`src/dse_pkg.sv`:
```
// Shared types for the descriptive statistics engine.
// Holds the command and status structs between controller and datapath.
// No dependencies.
package dse_pkg;

   typedef struct packed {
      logic load;      // store the accepted item
      logic start;     // open the scan and start the divider
      logic fetch;     // read the current candidate
      logic scan;      // read one compare operand
      logic eval;      // fold candidate counts into median and mode
      logic publish;   // load the result register and clear the set
   } dse_cmd_type;

   typedef struct packed {
      logic scan_last; // last compare operand is being read
      logic eval_last; // last candidate is being evaluated
      logic div_busy;  // mean divider still iterating
      logic out_free;  // result register can take a new result
   } dse_stat_type;

endpackage

```
`src/dse_ctrl.sv`:
```
// Controller for the descriptive statistics engine.
// Sequences load, candidate scan, division wait and result publish.
// Depends on dse_pkg.
module dse_ctrl (
   input  logic                 clock,
   input  logic                 reset,
   input  logic                 req_tvalid,
   input  logic                 req_tlast,
   output logic                 req_tready,
   input  dse_pkg::dse_stat_type stat,
   output dse_pkg::dse_cmd_type  cmd
);

   typedef enum logic [7:0] {
      ST_LOAD  = 8'b0000_0001,
      ST_START = 8'b0000_0010,
      ST_FETCH = 8'b0000_0100,
      ST_SCAN  = 8'b0000_1000,
      ST_DRAIN = 8'b0001_0000,
      ST_EVAL  = 8'b0010_0000,
      ST_DIVW  = 8'b0100_0000,
      ST_PUB   = 8'b1000_0000
   } state_type;

   state_type state_ff, state_in;

   assign req_tready = (state_ff == ST_LOAD);

   always_comb begin
      state_in = state_ff;
      cmd      = '0;
      unique case (state_ff)
         ST_LOAD: begin
            cmd.load = req_tvalid;
            if (req_tvalid && req_tlast) state_in = ST_START;
         end
         ST_START: begin
            cmd.start = 1'b1;
            state_in  = ST_FETCH;
         end
         ST_FETCH: begin
            cmd.fetch = 1'b1;
            state_in  = ST_SCAN;
         end
         ST_SCAN: begin
            cmd.scan = 1'b1;
            if (stat.scan_last) state_in = ST_DRAIN;
         end
         ST_DRAIN: begin
            state_in = ST_EVAL;
         end
         ST_EVAL: begin
            cmd.eval = 1'b1;
            state_in = stat.eval_last ? ST_DIVW : ST_FETCH;
         end
         ST_DIVW: begin
            if (!stat.div_busy) state_in = ST_PUB;
         end
         ST_PUB: begin
            if (stat.out_free) begin
               cmd.publish = 1'b1;
               state_in    = ST_LOAD;
            end
         end
         default: begin
            state_in = ST_LOAD;
         end
      endcase
   end

   always_ff @(posedge clock) begin
      if (reset) state_ff <= ST_LOAD;
      else       state_ff <= state_in;
   end

endmodule

```
`src/dse_div.sv`:
```
// Iterative signed divider for the mean: one quotient bit per cycle.
// Truncates toward zero; divisor is the positive sample count.
// No package dependencies.
module dse_div #(
   parameter int SUM_W = 19,
   parameter int CNT_W = 4,
   parameter int Q_W   = 16
) (
   input  logic                    clock,
   input  logic                    reset,
   input  logic                    start,
   input  logic signed [SUM_W-1:0] dividend,
   input  logic        [CNT_W-1:0] divisor,
   output logic                    busy,
   output logic        [Q_W-1:0]   quotient
);

   localparam int STEP_W = $clog2(SUM_W + 1);

   logic [SUM_W-1:0]  quo_ff, quo_in;
   logic [CNT_W-1:0]  rem_ff, rem_in;
   logic [STEP_W-1:0] step_ff, step_in;
   logic              busy_ff, busy_in;
   logic              neg_ff, neg_in;
   logic [CNT_W:0]    trial;
   logic              qbit;
   logic [SUM_W-1:0]  signed_quo;

   assign trial = {rem_ff, quo_ff[SUM_W-1]};
   assign qbit  = (trial >= {1'b0, divisor});

   always_comb begin
      quo_in  = quo_ff;
      rem_in  = rem_ff;
      step_in = step_ff;
      busy_in = busy_ff;
      neg_in  = neg_ff;
      if (start) begin
         neg_in  = dividend[SUM_W-1];
         quo_in  = dividend[SUM_W-1] ? SUM_W'(-dividend) : SUM_W'(dividend);
         rem_in  = '0;
         step_in = STEP_W'(SUM_W);
         busy_in = 1'b1;
      end else if (busy_ff) begin
         rem_in  = qbit ? CNT_W'(trial - {1'b0, divisor}) : trial[CNT_W-1:0];
         quo_in  = {quo_ff[SUM_W-2:0], qbit};
         step_in = step_ff - STEP_W'(1);
         busy_in = (step_ff != STEP_W'(1));
      end
   end

   always_ff @(posedge clock) begin
      if (reset) begin
         busy_ff <= 1'b0;
      end else begin
         busy_ff <= busy_in;
      end
      quo_ff  <= quo_in;
      rem_ff  <= rem_in;
      step_ff <= step_in;
      neg_ff  <= neg_in;
   end

   assign signed_quo = neg_ff ? (~quo_ff + SUM_W'(1)) : quo_ff;
   assign quotient   = signed_quo[Q_W-1:0];
   assign busy       = busy_ff;

endmodule

```
`src/dse_datapath.sv`:
```
// Datapath for the descriptive statistics engine: sample memory, running
// sum and extremes, rank/frequency scan, mean divider and result register.
// Depends on dse_pkg and dse_div.
module dse_datapath #(
   parameter int MAX_SAMPLES = 8,
   parameter int SAMPLE_BITS = 16,
   parameter int CNT_W       = 4,
   parameter int ADDR_W      = 3,
   parameter int SUM_W       = 19,
   parameter int RSP_W       = 72
) (
   input  logic                   clock,
   input  logic                   reset,
   input  logic [SAMPLE_BITS-1:0] sample,
   input  dse_pkg::dse_cmd_type   cmd,
   output dse_pkg::dse_stat_type  stat,
   input  logic                   rsp_tready,
   output logic                   rsp_tvalid,
   output logic [RSP_W-1:0]       rsp_tdata,
   output logic                   overflow
);

   localparam logic [CNT_W-1:0] CAPACITY = CNT_W'(MAX_SAMPLES);

   logic signed [SAMPLE_BITS-1:0] mem [0:MAX_SAMPLES-1];

   logic        [CNT_W-1:0]       count_ff;
   logic signed [SUM_W-1:0]       sum_ff;
   logic signed [SAMPLE_BITS-1:0] min_ff, max_ff;
   logic                          drop_ff;
   logic        [ADDR_W-1:0]      i_ff, j_ff;
   logic signed [SAMPLE_BITS-1:0] rd_data_ff, cand_ff;
   logic                          cand_pend_ff, cmp_v_ff;
   logic        [CNT_W-1:0]       less_ff, eq_ff, best_ff;
   logic signed [SAMPLE_BITS-1:0] med_ff, mode_ff;
   logic                          rsp_valid_ff;
   logic        [SAMPLE_BITS-1:0] out_mean_ff, out_med_ff, out_mode_ff, out_spread_ff;
   logic        [CNT_W-1:0]       out_best_ff, out_count_ff;
   logic                          out_drop_ff;

   logic signed [SAMPLE_BITS-1:0] sample_s;
   logic signed [SUM_W-1:0]       sample_x;
   logic                          has_room;
   logic        [ADDR_W-1:0]      last_idx, rd_addr;
   logic        [CNT_W-1:0]       count_m1, med_rank;
   logic        [CNT_W:0]         le_count;
   logic                          med_hit, mode_hit;
   logic        [SAMPLE_BITS-1:0] mean_q;
   logic                          div_busy;

   assign sample_s = signed'(sample);
   assign sample_x = SUM_W'(sample_s);
   assign has_room = (count_ff < CAPACITY);
   assign count_m1 = count_ff - CNT_W'(1);
   assign last_idx = count_m1[ADDR_W-1:0];
   assign med_rank = count_m1 >> 1;
   assign le_count = {1'b0, less_ff} + {1'b0, eq_ff};
   assign med_hit  = (less_ff <= med_rank) && (le_count > {1'b0, med_rank});
   assign mode_hit = (eq_ff > best_ff) || ((eq_ff == best_ff) && (cand_ff > mode_ff));
   assign rd_addr  = cmd.fetch ? i_ff : j_ff;

   dse_div #(
      .SUM_W (SUM_W),
      .CNT_W (CNT_W),
      .Q_W   (SAMPLE_BITS)
   ) u_div (
      .clock    (clock),
      .reset    (reset),
      .start    (cmd.start),
      .dividend (sum_ff),
      .divisor  (count_ff),
      .busy     (div_busy),
      .quotient (mean_q)
   );

   // sample memory: one write port, one registered read port
   always_ff @(posedge clock) begin
      if (cmd.load && has_room) mem[count_ff[ADDR_W-1:0]] <= sample_s;
      rd_data_ff <= mem[rd_addr];
   end

   // set accumulation
   always_ff @(posedge clock) begin
      if (reset) begin
         count_ff <= '0;
         sum_ff   <= '0;
         drop_ff  <= 1'b0;
      end else if (cmd.publish) begin
         count_ff <= '0;
         sum_ff   <= '0;
         drop_ff  <= 1'b0;
      end else if (cmd.load) begin
         if (has_room) begin
            count_ff <= count_ff + CNT_W'(1);
            sum_ff   <= sum_ff + sample_x;
         end else begin
            drop_ff <= 1'b1;
         end
      end
   end

   always_ff @(posedge clock) begin
      if (cmd.load && has_room) begin
         if (count_ff == '0 || sample_s < min_ff) min_ff <= sample_s;
         if (count_ff == '0 || sample_s > max_ff) max_ff <= sample_s;
      end
   end

   // rank and frequency scan
   always_ff @(posedge clock) begin
      if (reset) begin
         cand_pend_ff <= 1'b0;
         cmp_v_ff     <= 1'b0;
      end else begin
         cand_pend_ff <= cmd.fetch;
         cmp_v_ff     <= cmd.scan;
      end
      if (cand_pend_ff) cand_ff <= rd_data_ff;
      if (cmd.start) begin
         i_ff    <= '0;
         j_ff    <= '0;
         best_ff <= '0;
      end
      if (cmd.scan) j_ff <= stat.scan_last ? '0 : j_ff + ADDR_W'(1);
      if (cmd.fetch) begin
         less_ff <= '0;
         eq_ff   <= '0;
      end else if (cmp_v_ff) begin
         if (rd_data_ff < cand_ff)  less_ff <= less_ff + CNT_W'(1);
         if (rd_data_ff == cand_ff) eq_ff   <= eq_ff + CNT_W'(1);
      end
      if (cmd.eval) begin
         i_ff <= i_ff + ADDR_W'(1);
         if (med_hit) med_ff <= cand_ff;
         if (mode_hit) begin
            mode_ff <= cand_ff;
            best_ff <= eq_ff;
         end
      end
   end

   // result register
   always_ff @(posedge clock) begin
      if (reset) begin
         rsp_valid_ff <= 1'b0;
      end else if (cmd.publish) begin
         rsp_valid_ff <= 1'b1;
      end else if (rsp_tready) begin
         rsp_valid_ff <= 1'b0;
      end
      if (cmd.publish) begin
         out_mean_ff   <= mean_q;
         out_med_ff    <= med_ff;
         out_mode_ff   <= mode_ff;
         out_best_ff   <= best_ff;
         out_spread_ff <= SAMPLE_BITS'(max_ff - min_ff);
         out_count_ff  <= count_ff;
         out_drop_ff   <= drop_ff;
      end
   end

   assign stat.scan_last = (j_ff == last_idx);
   assign stat.eval_last = (i_ff == last_idx);
   assign stat.div_busy  = div_busy;
   assign stat.out_free  = !rsp_valid_ff || rsp_tready;

   assign rsp_tvalid = rsp_valid_ff;
   assign rsp_tdata  = RSP_W'({out_count_ff, out_spread_ff, out_best_ff,
                               out_mode_ff, out_med_ff, out_mean_ff});
   assign overflow   = out_drop_ff;

endmodule

```
`src/descriptive_statistics_engine_core.sv`:
```
// Descriptive statistics engine, top level.
// Instantiates dse_ctrl and dse_datapath; depends on dse_pkg.
//
// Usage:
//   Samples enter on the req_ channel, one item per cycle while req_tready
//   is high. req_tdata carries the signed sample, req_tlast closes the set.
//   Up to MAX_SAMPLES samples are kept; later ones are dropped and the
//   result's overflow bit (rsp_tuser) is set.
//   After the item with req_tlast, req_tready stays low while the set is
//   ranked: every stored sample is compared against every stored sample,
//   itself included, through the single read port of the sample memory.
//   The result is published once the ranking and the bit-serial mean
//   division have both finished.
//   One rsp_ item per set: mean, lower median, mode and its count, spread,
//   sample count. The result sits in an output register; the next set can
//   load while it waits. If the receiver stalls, a finished result of the
//   following set waits until the register is freed.
//   Reset clears the sample count, sum, drop flag and result valid.
module descriptive_statistics_engine_core #(
   parameter  int MAX_SAMPLES = 8,
   parameter  int SAMPLE_BITS = 16,
   localparam int CNT_W       = $clog2(MAX_SAMPLES + 1),
   localparam int ADDR_W      = (MAX_SAMPLES > 1) ? $clog2(MAX_SAMPLES) : 1,
   localparam int SUM_W       = SAMPLE_BITS + $clog2(MAX_SAMPLES),
   localparam int REQ_W       = ((SAMPLE_BITS + 7) / 8) * 8,
   localparam int RSP_BITS    = 4 * SAMPLE_BITS + 2 * CNT_W,
   localparam int RSP_W       = ((RSP_BITS + 7) / 8) * 8
) (
   input  logic             clock,
   input  logic             reset,
   input  logic             req_tvalid,
   output logic             req_tready,
   input  logic [REQ_W-1:0] req_tdata,  // sample
   input  logic             req_tlast,
   output logic             rsp_tvalid,
   input  logic             rsp_tready,
   output logic [RSP_W-1:0] rsp_tdata,  // mean, median, mode, mode_count, spread, sample_count
   output logic [0:0]       rsp_tuser   // overflow
);

   localparam int MC_LO = 3 * SAMPLE_BITS;
   localparam int SC_LO = 4 * SAMPLE_BITS + CNT_W;

   dse_pkg::dse_cmd_type  cmd;
   dse_pkg::dse_stat_type stat;

   dse_ctrl u_ctrl (
      .clock      (clock),
      .reset      (reset),
      .req_tvalid (req_tvalid),
      .req_tlast  (req_tlast),
      .req_tready (req_tready),
      .stat       (stat),
      .cmd        (cmd)
   );

   dse_datapath #(
      .MAX_SAMPLES (MAX_SAMPLES),
      .SAMPLE_BITS (SAMPLE_BITS),
      .CNT_W       (CNT_W),
      .ADDR_W      (ADDR_W),
      .SUM_W       (SUM_W),
      .RSP_W       (RSP_W)
   ) u_datapath (
      .clock      (clock),
      .reset      (reset),
      .sample     (req_tdata[SAMPLE_BITS-1:0]),
      .cmd        (cmd),
      .stat       (stat),
      .rsp_tready (rsp_tready),
      .rsp_tvalid (rsp_tvalid),
      .rsp_tdata  (rsp_tdata),
      .overflow   (rsp_tuser[0])
   );

   a_cmd_exclusive: assert property (@(posedge clock) disable iff (reset)
      $onehot0({cmd.load, cmd.start, cmd.fetch, cmd.scan, cmd.eval, cmd.publish}))
      else $error("controller issued overlapping commands");

   a_close_stalls: assert property (@(posedge clock) disable iff (reset)
      (req_tvalid && req_tready && req_tlast) |=> !req_tready)
      else $error("input still open after the closing item");

   a_no_load_while_dividing: assert property (@(posedge clock) disable iff (reset)
      req_tready |-> !stat.div_busy)
      else $error("input open while the mean division runs");

   a_mode_count_bound: assert property (@(posedge clock) disable iff (reset)
      rsp_tvalid |-> (rsp_tdata[MC_LO +: CNT_W] <= rsp_tdata[SC_LO +: CNT_W]) &&
                     (rsp_tdata[MC_LO +: CNT_W] != '0))
      else $error("mode count outside one to sample count");

endmodule
```
`config.mk`:
```
export PLATFORM = sky130hd
export DESIGN_NAME = descriptive_statistics_engine_core
export DESIGN_NICKNAME = d
export VERILOG_FILES = /design/src/dse_pkg.sv /design/src/dse_ctrl.sv /design/src/dse_div.sv /design/src/dse_datapath.sv /design/src/descriptive_statistics_engine_core.sv
export SDC_FILE = /design/constraint.sdc
export NUM_CORES = 1
export LEC_CHECK = 0
export BUFFER_PORTS_ARGS = -buffer_cell sky130_fd_sc_hd__clkbuf_2
export CORE_AREA = 8 8 154 228
export CTS_BUF_LIST = sky130_fd_sc_hd__clkbuf_2 sky130_fd_sc_hd__clkbuf_4 sky130_fd_sc_hd__clkbuf_8
export DETAILED_ROUTE_END_ITERATION = 7
export DIE_AREA = 0 0 162 236
export GPL_ROUTABILITY_DRIVEN = 0
export PLACE_DENSITY_LB_ADDON = 0.08
export REMOVE_ABC_BUFFERS = 1
export SETUP_SLACK_MARGIN = 0.1
export SYNTH_ARGS = -nofsm -noshare
export SYNTH_HDL_FRONTEND = slang
export SYNTH_HIERARCHICAL = 1
export SYNTH_SLANG_ARGS = --single-unit
```
`constraint.sdc`:
```
create_clock -name clock -period 5.3 [get_ports clock]
set_input_delay 0.53 -clock clock [delete_from_list [all_inputs] [get_ports clock]]
set_output_delay 0.53 -clock clock [all_outputs]
set_load 0.01 [all_outputs]
```
==> impl_results.md <==
- Outcome: completed
- Final ANT Viol Nets: 0
- Drt wl/cell: 19.2 um
- Crit start category: register
- Synthesized area per cell: 13.3 um2
- Vias in the first global route: 11,600
- Layout Nets: 1,620
- H-tree depth: 2
- Fin crit share: 65.4%
- Critical path type: register to register
- Row count: 80
- Total Power: 8220 uW
- I/O pin count: 96
- Leading cell type in the layout, fill and taps excluded: edfxtp_1
- DRC: 0
- RSZ-0062 raised after global routing: false
- Synth warn: 6
- Final slew viol count: 0
- Vias: 11,100
- Post-CTS sizing: 0
- Leading cell types in the layout, fill and taps excluded: edfxtp_1 (307), ha_1 (125), inv_1 (107)
- Post-synthesis cell count: 1,339
- First-pass detailed-route iteration total: 5
- Number of DRC markers in iteration 0: 476
- Layout cells sized above 1: 19.5%
- Die Span Y: 236 um
- CTS tree: built
- Layout area overhead: 12.5%
- Post-synthesis register bit count: 380
- Total CTS buffers: 54
- Placed wire-length estimate: 26,100 um
- Clock latency on the worst-skew pair: 610 ps
- Clk Tree Root Cell: clkbuf_8
- Final WL: 36,900 um
- Final setup fails: 0
- Area of placed instances: 18,900 um2
- Post-synth EDFFs: 307
- Fmax: 289 MHz
- Crit path time final: 3460 ps
- Setup TNS: 0 ps
- Initial core utilization: 56.5%
- Finished Cell Area: 20,100 um2
- Worst Path Arrival: 3950 ps
- Total congestion overflow: 0
- Worst hold slack: 281 ps
- Tightest Pin Transition: 1050 ps
- Required @ worst endpoint: 5790 ps
- All-Layer GR Usage: 19.5%
- Initial antenna violation count: 1
- Crit Path Max Fanout: 32
- P per Cell Area: 409 nW/um2
- Max clock buf depth: 3
- Vias/cell: 5.76
- Pin count of the biggest net entering global routing: 54
- Post-CTS Hold Fix Bufs: 0
- Die area: 38,200 um2
- Slew HR: 30.0%
- Commonest register cell after synthesis: edfxtp_1
- Total core area: 31,600 um2
- Number of max-cap violations: 0
- Port Buf Inserts: 95
- Post-Syn Area: 17,900 um2
- Worst VDD drop: 0.257 mV
- First-pass GRT wire length: 59,600 um
- Clk sinks: 380
- Clock-pin transition on the worst setup and hold timing paths: 60 ps
- Sequential area share after synthesis: 59.8%
- Final count of hold timing violations: 0
- Worst Skew: 19.4 ps
- Finished Core Util: 63.6%
- Number of buffers added for setup after CTS: 0
- Synth cell types: 83
- Chip width: 162 um
- Critical Path End Type: register
- Asr flop ratio synth: 0%
- Leak Pwr: 0.00776 uW
- HP Class: input pin to register
-- through the flow --
| step | setup slack [ps] | instances |
|---|---|---|
| 6_report | 1840 | 1924 |
| 5_1_grt | 1460 | 1924 |
| 4_1_cts | 1780 | 1923 |
| 3_5_place_dp | 1770 | 1824 |
| 3_3_place_gp | 1920 | 1824 |
| 2_1_floorplan | 1070 | 1304 |
-- power by group --
| group | leakage (uW) | internal (uW) | switching, uW |
|---|---|---|---|
| registers | 0.00339 | 3550 | 244 |
| clock network | 0.000639 | 1410 | 1100 |
| logic | 0.00373 | 787 | 1120 |
| total | 0.00776 | 5750 | 2470 |
-- metal layers --
| layer | track usage (%) | vias to the layer above | share of wire [%] |
|---|---|---|---|
| met3 | 3.10 | 92 | 3.6 |
| met5 | 0 | - | 0 |
| met2 | 37.1 | 202 | 55 |
| met1 | 20.8 | 5472 | 38 |
| met4 | 8.36 | 0 | 3.7 |
| li1 | - | 5311 | - |
-- cell usage after synthesis (all sizes together) (5+ instances only) --
cell type | count | share of area, %
o21ai | 40 | 1.1
o211ai | 6 | 0.25
or2 | 9 | 0.32
dfxtp | 73 | 8.2
or3 | 8 | 0.31
buf | 14 | 0.46
nand4 | 23 | 0.81
a31oi | 11 | 0.39
inv | 107 | 2.2
clkbuf | 21 | 0.44
or4 | 5 | 0.23
a211o | 5 | 0.25
nand3 | 20 | 0.56
nand2b | 21 | 0.74
a221oi | 5 | 0.32
nor2b | 11 | 0.39
xor2 | 27 | 1.3
nor4 | 11 | 0.50
a211oi | 14 | 0.59
nor3 | 24 | 0.70
nor2 | 90 | 1.9
a21o | 19 | 0.80
mux2i | 10 | 0.60
o31ai | 10 | 0.50
mux4 | 32 | 4.0
and3 | 10 | 0.35
a21oi | 64 | 1.8
edfxtp | 307 | 52
ha | 125 | 8.8
nand2 | 66 | 1.4
mux2 | 21 | 1.4
xnor2 | 46 | 2.3
o21a | 11 | 0.46
o41ai | 11 | 0.79
-- worst max-delay path, cell delays in order, from the launching register on --
cell and delay [ps]:
dfxtp_1 400, nor4_1 550, and2_1 670, mux2i_4 320
buf_4 530, mux4_2 570, mux2_2 280
-- state kept, by name, indices dropped and copies added, names as in the netlist, 8 cells and up --
name                      cells
u_datapath/out_spread_ff     16
u_datapath/out_mode_ff       16
u_datapath/cand_ff           16
u_datapath/max_ff            16
u_datapath/min_ff            16
u_datapath/out_med_ff        16
u_datapath/out_mean_ff       16
u_datapath/mode_ff           16
u_datapath/u_div/quo_ff      19
u_datapath/med_ff            16
u_datapath/sum_ff            19
u_datapath/mem              128
u_datapath/rd_data_ff        16
u_ctrl/state_ff               8
-- cell type report --
type	count	area, um2
fill	2506	11500
sequential	380	10700
multi-input combinational	817	6720
clock buffer	80	1000
timing repair buffer	110	588
tap	410	513
inverter	107	402
clock inverter	19	203
antenna	1	2.50
-- kinds of logic (layout without fill, tap and decap cells) --
logic type / count (synthesis) / count (layout) / synth area share, %
simple gates: 321 / 321 / 9.26
buf+inv: 142 / 316 / 3.15
other cells: 0 / 1 / 0
flops: 380 / 380 / 59.8
fa+ha+maj: 129 / 129 / 9.20
compound gates: 231 / 231 / 9.02
xor+xnor: 73 / 73 / 3.58
mux: 63 / 63 / 6.02
-- path summary, 6_finish.rpt --
kind	startpoint	endpoint	slack, ps	cells past startpoint
worst max-delay path	u_ctrl/state_ff[7]	u_datapath/rd_data_ff[5]	1840	6
worst min-delay path	rsp_tready	u_datapath/rsp_tvalid	280	3
worst max register to register	u_ctrl/state_ff[7]	u_datapath/rd_data_ff[5]	1840	6
worst min register to register	u_datapath/med_ff[6]	u_datapath/out_med_ff[6]	420	0
Note: power is estimated with default switching activity, not from simulation.
